--- config.mk ---
export PLATFORM = sky130hd
export DESIGN_NAME = bb3_queue
export DESIGN_NICKNAME = d
export VERILOG_FILES = /design/src/hw/rtl/bb3_pkg.sv /design/src/hw/rtl/bb3_queue.sv
export SDC_FILE = /design/constraint.sdc
export NUM_CORES = 1
export LEC_CHECK = 0
export BUFFER_PORTS_ARGS = -buffer_cell sky130_fd_sc_hd__buf_4
export CORE_ASPECT_RATIO = 2
export CORE_MARGIN = 5
export CORE_UTILIZATION = 50
export DETAILED_ROUTE_END_ITERATION = 7
export GPL_TIMING_DRIVEN = 0
export PLACE_DENSITY = 0.82
export SLEW_MARGIN = 20
export SYNTH_ARGS = -nofsm -noshare
export SYNTH_HDL_FRONTEND = slang
export SYNTH_SLANG_ARGS = --single-unit
--- constraint.sdc ---
create_clock -name clock -period 9.06 [get_ports clock]
set_input_delay 0.906 -clock clock [delete_from_list [all_inputs] [get_ports clock]]
set_output_delay 0.906 -clock clock [all_outputs]
set_load 0.02 [all_outputs]
--- src/hw/rtl/bb3_pkg.sv ---
// Shared types and constants of the 3x3 RGB box blur.
// No dependencies; every other file of the block imports this package.
`default_nettype none

package bb3_pkg;

   // Channel order in a packed pixel: [2] red, [1] green, [0] blue.
   typedef logic [2:0][7:0] rgb_type;

   typedef struct packed {
      logic       opcode;
      logic [7:0] red_in;
      logic [7:0] green_in;
      logic [7:0] blue_in;
   } req_word_type;

   typedef struct packed {
      logic [7:0] red_out;
      logic [7:0] green_out;
      logic [7:0] blue_out;
      logic       frame_end;
   } rsp_word_type;

   // One column push handed from the front end to the window back end.
   typedef struct packed {
      rgb_type upper;
      rgb_type middle;
      rgb_type pix;
      logic    due;
      logic    last;
   } qent_type;

   localparam logic OP_PIXEL = 1'b0;
   localparam logic OP_FLUSH = 1'b1;

   localparam logic REG_IMAGE_WIDTH  = 1'b0;
   localparam logic REG_IMAGE_HEIGHT = 1'b1;

   localparam logic [10:0] IMAGE_WIDTH_RESET  = 11'd640;
   localparam logic [15:0] IMAGE_HEIGHT_RESET = 16'd480;

   localparam int QUEUE_DEPTH = 4;
   localparam int QPTR_W      = $clog2(QUEUE_DEPTH);

   // Sums stay below 2296, so ceil(2^16 / d) gives exact floors for d = 3 and 9.
   localparam logic [14:0] DIV3_RECIP  = 15'd21846;
   localparam logic [14:0] DIV9_RECIP  = 15'd7282;
   localparam int          RECIP_SHIFT = 16;

endpackage

`default_nettype wire

--- src/hw/rtl/bb3_queue.sv ---
// Short word queue between the blur front end and the window back end.
// Depends on bb3_pkg for the entry type and depth.
`default_nettype none

module bb3_queue (
   input  wire logic             clock,
   input  wire logic             reset,
   input  wire logic             push,
   input  wire bb3_pkg::qent_type push_entry,
   output logic                  full,
   input  wire logic             pop,
   output logic                  valid,
   output bb3_pkg::qent_type     head
);
   import bb3_pkg::*;

   qent_type                entries_ff [QUEUE_DEPTH];
   logic [QPTR_W-1:0]       wr_ptr_ff, wr_ptr_in;
   logic [QPTR_W-1:0]       rd_ptr_ff, rd_ptr_in;
   logic [QPTR_W:0]         count_ff, count_in;
   logic                    do_push, do_pop;

   always_comb begin
      full      = count_ff == (QPTR_W+1)'(QUEUE_DEPTH);
      valid     = count_ff != '0;
      head      = entries_ff[rd_ptr_ff];
      do_push   = push && !full;
      do_pop    = pop && valid;
      wr_ptr_in = do_push ? wr_ptr_ff + 1'b1 : wr_ptr_ff;
      rd_ptr_in = do_pop ? rd_ptr_ff + 1'b1 : rd_ptr_ff;
      count_in  = count_ff + (QPTR_W+1)'(do_push) - (QPTR_W+1)'(do_pop);
   end

   always_ff @(posedge clock) begin
      if (reset) begin
         wr_ptr_ff <= '0;
         rd_ptr_ff <= '0;
         count_ff  <= '0;
      end else begin
         wr_ptr_ff <= wr_ptr_in;
         rd_ptr_ff <= rd_ptr_in;
         count_ff  <= count_in;
      end
   end

   always_ff @(posedge clock) begin
      if (do_push) begin
         entries_ff[wr_ptr_ff] <= push_entry;
      end
   end

endmodule

`default_nettype wire

Word-level counts from Yosys, hierarchy flattened --
Memories as Yosys holds them, arrays and structs flattened. A register that Yosys moved wholly into a read port is not among the register bits. Cells that the tools add are included.
Storage, ports and cells: input bits 78, output and inout bits 76, memories kept 1, bits in writable memories 296, bits in registers 7, logic and storage cells 17
Memories:
- entries_ff | depth 4, width 74, rd ports 1, clocked after Yosys merged registers in 1, write ports 1, RTL line bb3_queue.sv:17 | qent_type entries_ff [QUEUE_DEPTH];
Cells by class: muxes and demuxes 4, equality and inequality tests 1, add/subtract/negate cells 4, reduce and logical (&&, ||, !) cells 4
Operators with widths (number):
- $add A2 B1 Y2 const B | 2
- $mux W2 | 2
- $add A3 B1 Y3 | 1
- $eq A3 B3 Y1 const B | 1
- $reduce_bool A3 Y1 | 1
- $sub A3 B1 Y3 | 1
- $logic_and A1 B1 Y1 | 2
- $mux W1 | 2
- $logic_not A1 Y1 | 1

Longest topological paths before layout --
word-level depth 5, gate-level depth with buffers 11, mapped depth without buffers 11

Worst setup path after synthesis --
OpenSTA, ideal clock, no wires.
path type input-to-reg, start input push, end memory entries_ff[0][0] (netlist name) (enable), arrival time 2964 ps, required time 8620 ps, setup time 440 ps, buffers on the path 0, stages on the path 3, setup slack 5656 ps, path through inv_1 nor2_1 and2_1
Between the ends: cells in the longest elaborated chain, start to end 3
Ends and longest elaborated chain:
- start: declaration | RTL line bb3_queue.sv:8 | input wire logic push,
- $logic_and A1 B1 Y1 | RTL line bb3_queue.sv:27 | do_push = push && !full;
- $mux W1 | RTL line bb3_queue.sv:47 | if (do_push) begin
- $mux W1 (not written as such) | RTL line bb3_queue.sv:48 | entries_ff[wr_ptr_ff] <= push_entry;
- end: declaration | RTL line bb3_queue.sv:17
Every way passes these cells.

==> implementation parameters <==
Parameter                              Value

Status
  Outcome    finished, final reports clean

Synthesis
  Library cell occupying the most area in the post-synthesis netlist    sky130_fd_sc_hd__edfxtp_1
  Top cell type's share of synthesized area    0.797
  Total nets after synthesis    520
  Average footprint of a synthesized cell    25.6 sq um
  Ys Warns    0
  Post-synthesis register bit count    305
  Post-Synthesis Cells    435
  Proportion of synthesized chip area in sequential cells    0.813
  Unique masters post-synth    24
  Post-Syn Area    11,100 sq um
  Top area cells in the synthesized netlist    sky130_fd_sc_hd__edfxtp_1 80%, sky130_fd_sc_hd__mux4_2 15%, sky130_fd_sc_hd__dfxtp_1 1.6%

Cells and area
  Most common cell after layout, fill and taps aside    sky130_fd_sc_hd__edfxtp_1
  Fraction of layout instances using a drive strength above 1    0.459
  Finished Cell Area    13,700 sq um
  Commonest cells after routing, fill and taps aside    296 x sky130_fd_sc_hd__edfxtp_1, 153 x sky130_fd_sc_hd__buf_4, 74 x sky130_fd_sc_hd__mux4_2, 25 x sky130_fd_sc_hd__clkbuf_16, 10 x sky130_fd_sc_hd__bufinv_16
  Area growth from synthesis to layout    23.2%
  Filler Cells Inserted    1,457
  Nets@finish    703

Clocking
  Clk slew on worst S/H paths    70 ps
  Number of buffers inserted during clock tree synthesis    25
  Root buffer cell    sky130_fd_sc_hd__clkbuf_16
  Post-CTS setup buffer count    0
  Clk_lat worst skew    520 ps
  Hold buffers post-CTS    0
  Clock net sink count    305
  Maximum buffer depth of the clock tree    3
  CTS tree    yes
  Post-cts gate resize count    0
  Maximum level of the CTS H-tree    1

Pwr
  Seq pwr share    0.425
  Switching part of the total    0.267
  Power share of the combinational group    0.267
  P_leak    4.65 nW
  Internal power summed over all cells    3.02 mW
  Power per Cell Area    300 nW/um^2
  Maximum vdd ir drop    0.231 mV
  Clock network power share    0.308
  Power spent charging and discharging nets    1.10 mW

Global routing
  Overall Global Routing Usage    0.170
  Antenna violations before repair    1
  Maximum number of pins on one net before global-route repair    44
  Total grt overflow    0
  Wire length of the first global-routing pass    32.6 mm
  Vias in the first global route    5,597

STA
  Clk_skew    18.3 ps
  Max Slew Vio Count    0
  Period Utilization, post-route    0.326
  Final Setup Violations    0
  Highest achievable clock rate    339 MHz
  Final critical delay including setup and external delays    2950 ps
  Hold violation count in the final report    0
  Pin slew with the least headroom to its limit    680 ps
  Setup Total Neg Slack    0 ps
  Tightest slew margin relative to the limit    0.547
  Setup repair after global routing missed its margin    false

Routing
  Routed Antenna Nets    0
  First-pass DRT Iterations    4
  Met1 wire length    7.25 mm
  Routed met2 length    12.0 mm
  Highest metal layer with signal wires    met4
  Number of vias in the routed layout    4,999
  Residual DRC    0
  Post-Route WL    21.0 mm
  Routed wirelength normalized by instance count    23.0 microns
  Vias per std cell    5.48
  Number of DRC violations after detailed-routing iteration 0    246
  Detail Route met3 WL    1.12 mm

Floorplan
  Die Width    116 microns
  IO Pins    154
  Initial core utilization    0.505
  Row count    77
  Die outline area    25,600 sq um
  Die span in y    221 microns
  Core area    22,100 sq um

Worst setup path
  Reg-to-reg setup timing slack    6570 ps
  Startpoint-to-endpoint class of the critical path    reg -> out
  Crit Path Max Fanout    10
  Critical Path RT    8150 ps
  Arrival time at the worst endpoint    2040 ps
  Worst Setup End Kind    primary output
  Worst r2r src    count_ff[1]
  Launching element type of the critical path    register
  Depth of the worst register-to-register path    11
  R2r endpoint    count_ff[2]

Place
  Count of port buffers added during placement    152
  Placed wire-length estimate    13.7 mm
  Placer's final routability congestion estimate    0.719
  Placement-stage cell area    12,700 sq um

Worst hold path
  Worst hold-check path type    reg -> reg
  Hold depth    2
  Beginning of the worst hold path    wr_ptr_ff[1]
  Hold Crit Endpoint    wr_ptr_ff[1]

Run
  Maximum capacitance violations    0
==> stage by stage <==
step / power, mW / utilization / std cells / hold WS [ps] / worst slack [ps]
global placement: 2.87 / 0.573 / 863 / 493 / 4350
finish: 4.12 / 0.623 / 913 / 528 / 6110
floorplan: 2.47 / - / 435 / 482 / 5660
CTS: 4.19 / 0.623 / 912 / 537 / 6030
global route: 4.30 / 0.623 / 913 / 556 / 5990
detailed placement: 2.91 / 0.578 / 867 / 525 / 6070
==> cells in the mapped netlist <==
cell type                  count
sky130_fd_sc_hd__o311ai_0      1
sky130_fd_sc_hd__nor2_1        6
sky130_fd_sc_hd__ha_1          6
sky130_fd_sc_hd__xnor2_1       1
sky130_fd_sc_hd__fa_1          1
sky130_fd_sc_hd__a21oi_1       1
sky130_fd_sc_hd__nand2b_1      2
sky130_fd_sc_hd__mux2i_1       1
sky130_fd_sc_hd__buf_6         7
sky130_fd_sc_hd__nor3_1        1
sky130_fd_sc_hd__xor2_1        2
sky130_fd_sc_hd__edfxtp_1    296
sky130_fd_sc_hd__or3_1         2
sky130_fd_sc_hd__nor3b_2       1
sky130_fd_sc_hd__o21ai_0       1
sky130_fd_sc_hd__clkbuf_1      2
sky130_fd_sc_hd__dfxtp_1       9
sky130_fd_sc_hd__nor2b_1       1
sky130_fd_sc_hd__buf_2         7
sky130_fd_sc_hd__mux4_2       74
sky130_fd_sc_hd__inv_1         6
sky130_fd_sc_hd__and2_1        5
sky130_fd_sc_hd__buf_4         1
sky130_fd_sc_hd__o31a_1        1
==> power by group through the flow <==
stage	clock, mW	combinational, mW	sequential (mW)
floorplan	0	0.692	1.78
global placement	0	1.08	1.79
detailed placement	0	1.13	1.78
CTS	1.30	1.13	1.75
global route	1.36	1.18	1.76
finish	1.27	1.10	1.75
==> metal layers <==
metal,track usage,vias to the layer above
li1,-,2217
met1,0.194,2598
met2,0.308,143
met3,0.0271,41
met4,0.0728,0
met5,0,-
==> how the worst max path moves through the flow <==
stage,start,end,cells past startpoint
2_1_floorplan,push,entries_ff[0][0],3
6_report,register,head[49],4
3_5_place_dp,push,count_ff[2],12
4_1_cts,register,head[49],4
3_3_place_gp,push,entries_ff[0][39],4
5_1_grt,register,head[49],4
==> sequential cells by signal (all words and copies together) (netlist names), named ones only <==
signal / cells
wr_ptr_ff: 2
rd_ptr_ff: 2
count_ff: 3
entries_ff: 296
==> area by class of cell <==
cell class | instances | area, sq um | share of cell area
Tap cell | 276 | 345 | 0.0251
Clock buffer | 26 | 629 | 0.0458
Buffer | 17 | 129 | 0.00938
Clock inverter | 19 | 360 | 0.0262
Antenna cell | 1 | 2.50 | 0.000182
Sequential cell | 305 | 9070 | 0.660
Multi-Input combinational cell | 107 | 1940 | 0.141
Inverter | 6 | 22.5 | 0.00164
Timing Repair Buffer | 156 | 1240 | 0.0905
==> cells by family after synthesis <==
kind of cell,Yosys count,share of synthesized area
XOR/XNOR,3,0.00236
adder cells (fa/ha/maj),7,0.00853
multiplexers,75,0.150
flip-flops,305,0.813
buffers and inverters,23,0.0136
AO/OA/AOI/OAI,4,0.00247
AND/OR/NAND/NOR,18,0.00920
==> critical path, stage by stage (launching register included) <==
cell and delay (ps):
sky130_fd_sc_hd__dfxtp_1 340, sky130_fd_sc_hd__buf_6 210, sky130_fd_sc_hd__buf_6 220, sky130_fd_sc_hd__mux4_2 560, sky130_fd_sc_hd__buf_4 180
Power figures use the tool's default switching activity.
