==> src/hw/rtl/bb3_pkg.sv <==
// Shared types and constants of the 3x3 RGB box blur.
// No dependencies; every other file of the block imports this package.
`default_nettype none

package bb3_pkg;

   // Channel order in a packed pixel: [2] red, [1] green, [0] blue.
   typedef logic [2:0][7:0] rgb_type;

   typedef struct packed {
      logic       opcode;
      logic [7:0] red_in;
      logic [7:0] green_in;
      logic [7:0] blue_in;
   } req_word_type;

   typedef struct packed {
      logic [7:0] red_out;
      logic [7:0] green_out;
      logic [7:0] blue_out;
      logic       frame_end;
   } rsp_word_type;

   // One column push handed from the front end to the window back end.
   typedef struct packed {
      rgb_type upper;
      rgb_type middle;
      rgb_type pix;
      logic    due;
      logic    last;
   } qent_type;

   localparam logic OP_PIXEL = 1'b0;
   localparam logic OP_FLUSH = 1'b1;

   localparam logic REG_IMAGE_WIDTH  = 1'b0;
   localparam logic REG_IMAGE_HEIGHT = 1'b1;

   localparam logic [10:0] IMAGE_WIDTH_RESET  = 11'd640;
   localparam logic [15:0] IMAGE_HEIGHT_RESET = 16'd480;

   localparam int QUEUE_DEPTH = 4;
   localparam int QPTR_W      = $clog2(QUEUE_DEPTH);

   // Sums stay below 2296, so ceil(2^16 / d) gives exact floors for d = 3 and 9.
   localparam logic [14:0] DIV3_RECIP  = 15'd21846;
   localparam logic [14:0] DIV9_RECIP  = 15'd7282;
   localparam int          RECIP_SHIFT = 16;

endpackage

`default_nettype wire

==> src/hw/rtl/bb3_back.sv <==
// Back end of the box blur: 3x3 window, output raster, masked sums and the
// divide by the in-frame neighbor count. Depends on bb3_pkg.
`default_nettype none

module bb3_back #(
   parameter int MAX_WIDTH = 1024,
   localparam int CW = $clog2(MAX_WIDTH + 1)
) (
   input  wire logic                  clock,
   input  wire logic                  reset,
   input  wire logic                  restart,
   input  wire logic [CW-1:0]         eff_width,
   input  wire logic [15:0]           eff_height,
   input  wire logic                  q_valid,
   input  wire bb3_pkg::qent_type     q_entry,
   output logic                       q_pop,
   output logic                       rsp_valid,
   input  wire logic                  rsp_stall,
   output bb3_pkg::rsp_word_type      rsp_word
);
   import bb3_pkg::*;

   // window index: [column: left, center, right][row: up, center, down]
   rgb_type           window_ff [3][3];
   rgb_type           window_in [3][3];
   rgb_type           base [3][3];

   logic [CW-1:0]     out_col_ff;
   logic [15:0]       out_row_ff;

   logic              s1_valid_ff, s1_last_ff;
   logic [2:0]        s1_col_en_ff, s1_row_en_ff;
   logic [3:0]        s1_count_ff;

   logic              s2_valid_ff, s2_last_ff;
   logic [2:0][11:0]  s2_sum_ff;
   logic [3:0]        s2_count_ff;

   logic              rsp_valid_ff;
   rsp_word_type      rsp_word_ff;

   logic              en, take_due, left, right, up, down;
   logic [1:0]        cols, rows;
   logic [3:0]        count;
   logic [2:0][11:0]  sum;
   logic [2:0][7:0]   quot;
   logic [11:0]       dividend;
   logic [14:0]       recip;
   logic [26:0]       prod;

   always_comb begin
      en        = !rsp_valid_ff || !rsp_stall;
      q_pop     = q_valid && en;
      take_due  = q_pop && q_entry.due;
      left      = out_col_ff != '0;
      right     = out_col_ff != (eff_width - 1'b1);
      up        = out_row_ff != '0;
      down      = out_row_ff != (eff_height - 1'b1);
      cols      = 2'd1 + {1'b0, left} + {1'b0, right};
      rows      = 2'd1 + {1'b0, up} + {1'b0, down};
      count     = 4'(cols) * 4'(rows);
      rsp_valid = rsp_valid_ff;
      rsp_word  = rsp_word_ff;
   end

   // Clear the window once the frame-end result has taken its sums, then push.
   always_comb begin
      for (int ci = 0; ci < 3; ci++) begin
         for (int ri = 0; ri < 3; ri++) begin
            base[ci][ri] = (s1_valid_ff && s1_last_ff) ? '0 : window_ff[ci][ri];
         end
      end
      for (int ci = 0; ci < 3; ci++) begin
         for (int ri = 0; ri < 3; ri++) begin
            window_in[ci][ri] = base[ci][ri];
         end
      end
      if (q_pop) begin
         for (int ri = 0; ri < 3; ri++) begin
            window_in[0][ri] = base[1][ri];
            window_in[1][ri] = base[2][ri];
         end
         window_in[2][0] = q_entry.upper;
         window_in[2][1] = q_entry.middle;
         window_in[2][2] = q_entry.pix;
      end
   end

   always_comb begin
      for (int ch = 0; ch < 3; ch++) begin
         sum[ch] = '0;
         for (int ci = 0; ci < 3; ci++) begin
            for (int ri = 0; ri < 3; ri++) begin
               if (s1_col_en_ff[ci] && s1_row_en_ff[ri]) begin
                  sum[ch] = sum[ch] + 12'(window_ff[ci][ri][ch]);
               end
            end
         end
      end
   end

   // Divide by 1, 2, 3, 4, 6 or 9: shifts, or a reciprocal multiply.
   always_comb begin
      for (int ch = 0; ch < 3; ch++) begin
         dividend = (s2_count_ff == 4'd6) ? (s2_sum_ff[ch] >> 1) : s2_sum_ff[ch];
         recip    = (s2_count_ff == 4'd9) ? DIV9_RECIP : DIV3_RECIP;
         prod     = 27'(dividend) * 27'(recip);
         case (s2_count_ff)
            4'd2:                quot[ch] = s2_sum_ff[ch][8:1];
            4'd4:                quot[ch] = s2_sum_ff[ch][9:2];
            4'd3, 4'd6, 4'd9:    quot[ch] = prod[RECIP_SHIFT +: 8];
            default:             quot[ch] = s2_sum_ff[ch][7:0];
         endcase
      end
   end

   always_ff @(posedge clock) begin
      if (reset || restart) begin
         for (int ci = 0; ci < 3; ci++) begin
            for (int ri = 0; ri < 3; ri++) begin
               window_ff[ci][ri] <= '0;
            end
         end
         out_col_ff   <= '0;
         out_row_ff   <= '0;
         s1_valid_ff  <= 1'b0;
         s2_valid_ff  <= 1'b0;
         rsp_valid_ff <= 1'b0;
      end else if (en) begin
         window_ff    <= window_in;
         s1_valid_ff  <= take_due;
         s2_valid_ff  <= s1_valid_ff;
         rsp_valid_ff <= s2_valid_ff;
         if (take_due) begin
            if (q_entry.last) begin
               out_col_ff <= '0;
               out_row_ff <= '0;
            end else if ((out_col_ff + 1'b1) >= eff_width) begin
               out_col_ff <= '0;
               out_row_ff <= out_row_ff + 1'b1;
            end else begin
               out_col_ff <= out_col_ff + 1'b1;
            end
         end
      end
   end

   always_ff @(posedge clock) begin
      if (en) begin
         if (take_due) begin
            s1_last_ff   <= q_entry.last;
            s1_col_en_ff <= {right, 1'b1, left};
            s1_row_en_ff <= {down, 1'b1, up};
            s1_count_ff  <= count;
         end
         s2_last_ff  <= s1_last_ff;
         s2_sum_ff   <= sum;
         s2_count_ff <= s1_count_ff;
         rsp_word_ff <= '{red_out: quot[2], green_out: quot[1], blue_out: quot[0],
                          frame_end: s2_last_ff};
      end
   end

endmodule

`default_nettype wire
==> config.mk <==
export PLATFORM = sky130hd
export DESIGN_NAME = bb3_back
export DESIGN_NICKNAME = d
export VERILOG_FILES = /design/src/hw/rtl/bb3_pkg.sv /design/src/hw/rtl/bb3_back.sv
export SDC_FILE = /design/constraint.sdc
export NUM_CORES = 2
export LEC_CHECK = 0
export ABC_AREA = 1
export ABC_CLOCK_PERIOD_IN_PS = 8900
export BUFFER_PORTS_ARGS = -buffer_cell sky130_fd_sc_hd__buf_2
export CORE_MARGIN = 3
export CORE_UTILIZATION = 53
export CTS_CLUSTER_DIAMETER = 200
export DETAILED_ROUTE_END_ITERATION = 7
export PLACE_DENSITY = 0.83
export SKIP_CTS_REPAIR_TIMING = 1
export SYNTH_ARGS = -nofsm -noshare
export SYNTH_HDL_FRONTEND = slang
export SYNTH_SLANG_ARGS = --single-unit
==> constraint.sdc <==
create_clock -name clock -period 8.9 [get_ports clock]
set_clock_uncertainty 0.1 [all_clocks]
set_input_delay 1.78 -clock clock [delete_from_list [all_inputs] [get_ports clock]]
set_output_delay 1.78 -clock clock [all_outputs]
set_load 0.1 [all_outputs]
==> Word-level counts from Yosys, hierarchy flattened <==
Index checks and enable logic that the tools add are counted.
{ "totals": {"ff_bits": 321, "latchBits": 0, "ramBits": 0, "mem_bits_ro": 0, "out_inout_bits": 27, "elab_cells": 151, "memories": 0} }
{ "op_classes": {"add_sub_neg": 32, "multipliers": 4, "div_mod_pow": 0, "n_lt_le_gt_ge": 1, "n_eq_ne": 7, "shifts": 0, "mux": 43, "n_bitwise": 0, "n_reduce_logical": 19} }
{ "ops": {"columns": ["cell", "count"], "rows": [
  ["12-bit by 8-bit adder with 12-bit output", 24],
  ["12-bit two-way mux", 24],
  ["216-bit two-way mux", 1],
  ["24-bit two-way mux", 7],
  ["12-bit by 15-bit multiplier with 24-bit output", 3],
  ["8-bit one-hot mux with 3 select lines", 3],
  ["16-bit two-way mux", 2],
  ["8-bit two-way mux", 3],
  ["11-bit two-way mux", 2],
  ["16-bit by 1-bit adder with 16-bit output (second input constant)", 1],
  ["16-bit != test", 1],
  ["16-bit nonzero test", 1],
  ["16-bit by 1-bit subtractor with 16-bit output (second input constant)", 1],
  ["15-bit two-way mux", 1],
  ["11-bit by 1-bit adder with 11-bit output (second input constant)", 1],
  ["11-bit greater-or-equal comparator", 1],
  ["11-bit != test", 1],
  ["11-bit nonzero test", 1],
  ["11-bit by 1-bit subtractor with 11-bit output (second input constant)", 1],
  ["4-bit by 2-bit equality test with 1-bit output (second input constant)", 2],
  ["4-bit by 3-bit equality test with 1-bit output (second input constant)", 2],
  ["1-bit logical AND", 7],
  ["1-bit by 1-bit adder with 2-bit output (first input constant)", 2],
  ["2-bit by 1-bit adder with 2-bit output", 2],
  ["8 further kinds", 12]
]} }

==> Depth between registers and ports, before layout <==
{ "logic_depth": {"ltp_word": 17, "ltp_mapped": 58, "mapped_depth_nobuf": 56} }

==> Worst setup path before layout <==
OpenSTA, ideal clock, no wires.
{ "synth_path": {"path_type": "register to register", "from": "reg s1_col_en_ff[0]", "to": "reg s2_sum_ff[23] in the netlist's numbering, data pin", "arrival_time_ns": 8.275, "setup_slack_ns": 0.275, "stages_incl_launch_ff": 40, "synth_period_minus_slack_ns": 8.625, "cell_sequence": "edfxtp_1 > nand2_4 > buf_1 > nor2_1 > ha_1 > inv_1 > fa_1 > nor2_1 > fa_1 > o21ai_0 > fa_1 > o21ai_0 > inv_1 > fa_1 > fa_1 > or2_2 > o21ai_0 > inv_1 > (+4 left out) > fa_1 > o31ai_1 > xor2_1 > o21ai_0 > ha_1 > inv_1 > o31ai_1 > a21oi_1 > nor2_1 > nor2_1 > nor2_1 > o21ai_0 > nor2_1 > nand2_1 > a21oi_2 > nand3_1 > nand2_1 > inv_1"} }
{ "synth_lines": {"columns": ["item", "line", "source"], "rows": [
  ["from (decl)", "bb3_back.sv:32", "logic [2:0] s1_col_en_ff, s1_row_en_ff;"],
  ["from (signal assigned)", "bb3_back.sv:152", "s1_col_en_ff <= {right, 1'b1, left};"],
  ["to (signal assigned)", "bb3_back.sv:157", "s2_sum_ff <= sum;"],
  ["to (decl)", "bb3_back.sv:36", "logic [2:0][11:0] s2_sum_ff;"]
]} }

==> flow_summary.yaml <==
run_status:
  outcome: "finished clean"
pwr:
  vdd_drop_max_v: 0.0001759
  p_per_area_nw_per_um2: 164.8
  clock_power_share: 0.267
  power.internal_mw: 3.544
  combPwrFrac: 0.469
  power_switching_mw: 2.615
  p_leak_nw: 17.99
  netSwitchingFraction: 0.4246
  seq_power_share: 0.264
worst_hold_path:
  min_from: "s1_count_ff[2]"
  min_path_type: "reg2reg"
  holdPathStages: 0
synthesis:
  syn_nets: 5322
  synth_warnings: 0
  netlist_top_cells_count: "nand2_1 (945), inv_1 (759), ha_1 (426)"
  synth-seq-area-share: 0.2137
  synth_area_leaders: "ha_1 (16%), dfxtp_1 (15%), fa_1 (13%)"
  yosys.area.top_type: "ha_1"
  synth_edf_count: 75
  netlist_area_sq_um: 33580
  synth_flop_cell: "dfxtp_1"
  ys_ff_latch: 321
  yosysTopAreaCellShare: 0.1587
  yosys.cell_count.top_type: "nand2_1"
  syn_avg_cell_area_sq_um: 7.337
  syn_inst: 4577
  async_flop_share: 0
  synthDistinctLibCells: 58
placement:
  place.gp.congestion: 0.9588
  dpl.hpwl_microns: 73520
  placed_cells: 5446
  pre_cts_slack_ns: -0.1285
  io_buffers: 132
  dpl_cell_area_sq_um: 35130
global_routing:
  antenna_found_initial: 0
  overflow: 0
  grt_pass1_vias: 29995
  grt_start_max_net_pins: 90
  grt_pass1_wl_microns: 153100
  track_usage: 0.2834
detailed_routing:
  antenna_left: 0
  first_pass_iters: 6
  wire_per_inst_microns: 17.31
  drt_drc_violations_left: 0
  routed_wl_microns: 96110
  vias: 31200
  vias_per_cell: 5.620
  dr.first_iter.drc_count: 2825
finish:
  nNetsFinal: 5430
  synthToLayoutAreaGrowth_pct: 11.30
  n_antenna_cell: 0
  instances_no_fill: 5552
  drive_above_1_share: 0.1101
  final_cell_area_sq_um: 37370
floorplan:
  die_w_microns: 257.7
  start_util: 0.5402
  core_sq_um: 62170
  die_h_microns: 257.7
  die_area_sq_um: 66420
  fp-row-count: 91
  io_pins: 133
sta:
  fmax_mhz: 117.5
  setup_ws_ns: 0.3902
  setup_violations: 0
  fin_crit_sh: 0.9562
  slew_viol_final: 0
  worst_slew_pin_slew_ns: 1.111
  final.min_clock_period_ns: 8.510
  hold_viol: 0
  relSlewSlack: 0.2596
clock_network:
  cts_sinks: 321
  cts_root_buffer: "clkbuf_16"
  htreeDepth: 2
  clk_transition_reported_paths_ns: 0.06
  clockBufferDepth: 3
  cts_tree: "yes"
  clkLatencyLatePin_ns: 0.58
  cts_buffers: 39
critical_path:
  start_kind: "flop"
  cp_max_fo: 5
  worst_setup_path_end_kind: "flop"
  critical_path.max_stage_delay_ns: 0.45
  cp_common_cell: "inv_1"
  critPathSlowestCell: "edfxtp_1"
  crit_arrival_ns: 8.76
  crit_type: "reg2reg"
  crit_required_ns: 9.15
  r2r_cells: 49
  crit-reg2reg-launch: "s1_col_en_ff[0]"
  crit_path_start: "s1_col_en_ff[0]"
run:
  cap_violations: 0
power groups by stage:
stage	clock (mW)	sequential [mW]	combinational [mW]
finish	1.64	1.63	2.89
global route	1.72	1.63	3.31
CTS	1.67	1.62	2.86
detailed placement	0	1.66	2.82
global placement	0	1.65	2.74
floorplan	0	1.85	1.91
worst paths after layout:
path	endpoint	slack [ns]
worst max-delay path	s2_sum_ff[23]	0.39
worst max register to register	s2_sum_ff[23]	0.39
worst min-delay path	s2_count_ff[2]	0.32
worst min register to register	s2_count_ff[2]	0.32
placed cells by master (no fill, tap or decap), types with 30 or more instances in the layout:
cell / netlist / routed
fa_1: 213 / 210
xor2_1: 101 / 98
nor3_1: 41 / 38
o21ai_0: 289 / 233
buf_2: 2 / 132
inv_1: 759 / 754
nand3_1: 191 / 191
xnor2_1: 51 / 46
or2_2: 46 / 46
buf_4: 1 / 79
nand2_2: 29 / 34
nand4_1: 34 / 34
ha_1: 426 / 406
o21ai_2: 2 / 30
dfxtp_1: 246 / 246
edfxtp_1: 75 / 75
a22oi_1: 43 / 43
o21ai_1: 11 / 38
nor2_1: 322 / 311
clkbuf_16: 0 / 39
a21oi_1: 389 / 367
nand2_1: 945 / 940
worst max-delay path: cells and delay by family (launching register included):
family | cells | cell delay, ns
simple gates | 15 | 1.75
compound gates | 12 | 1.88
fa+ha+maj | 9 | 2.79
flops | 1 | 0.45
xor+xnor | 5 | 0.81
buf+inv | 8 | 0.49
layer usage:
layer	wire length, microns	vias to the layer above	global-route usage
met5	0	-	0
met4	4000	0	0.1145
met3	8697	259	0.04786
met2	42600	1306	0.4514
met1	40810	14518	0.3838
li1	-	15117	-
flip-flops by register name (all words and copies together), names as in the netlist:
| name | count |
|---|---|
| window_ff | 216 |
| s2_sum_ff | 36 |
| rsp_word | 25 |
| out_row_ff | 16 |
| out_col_ff | 11 |
| s1_count_ff | 4 |
| s2_count_ff | 4 |
| s1_col_en_ff | 2 |
| s1_row_en_ff | 2 |
| rsp_valid | 1 |
| s1_last_ff | 1 |
| s1_valid_ff | 1 |
| s2_last_ff | 1 |
| s2_valid_ff | 1 |
cell type report:
type                    instances  area (sq um)
fillers                      5436         24790
clock inverters                23         252.7
repair buffers                212          1265
clock buffers                  48          1050
inverters                     768          2895
well taps                     837          1047
flip-flops and latches        321          7177
multi-input cells            3343         23690
stage by stage:
step	TNS [ns]	utilization	hold slack [ns]	total power [mW]
after floorplan	0	-	0.3003	3.763
after global routing	-0.7694	0.6012	0.3302	6.658
after global placement	0	0.5652	0.3039	4.395
after detailed placement	-0.1645	0.5652	0.3125	4.479
after CTS	-0.2096	0.5861	0.3270	6.151
final	0	0.6012	0.3241	6.160
kinds of logic (layout without fill, tap and decap cells):
group	Yosys count	count (layout)	share of synthesized area
and+or+nand+nor	1667	1668	0.2119
buffers and inverters	914	1051	0.1025
AOI/OAI and AO/OA	884	884	0.1465
adders and majority gates	639	639	0.2857
DFF	321	321	0.2137
xor gates and xnor gates	152	152	0.03964
Note: power is estimated with default switching activity, not from simulation.
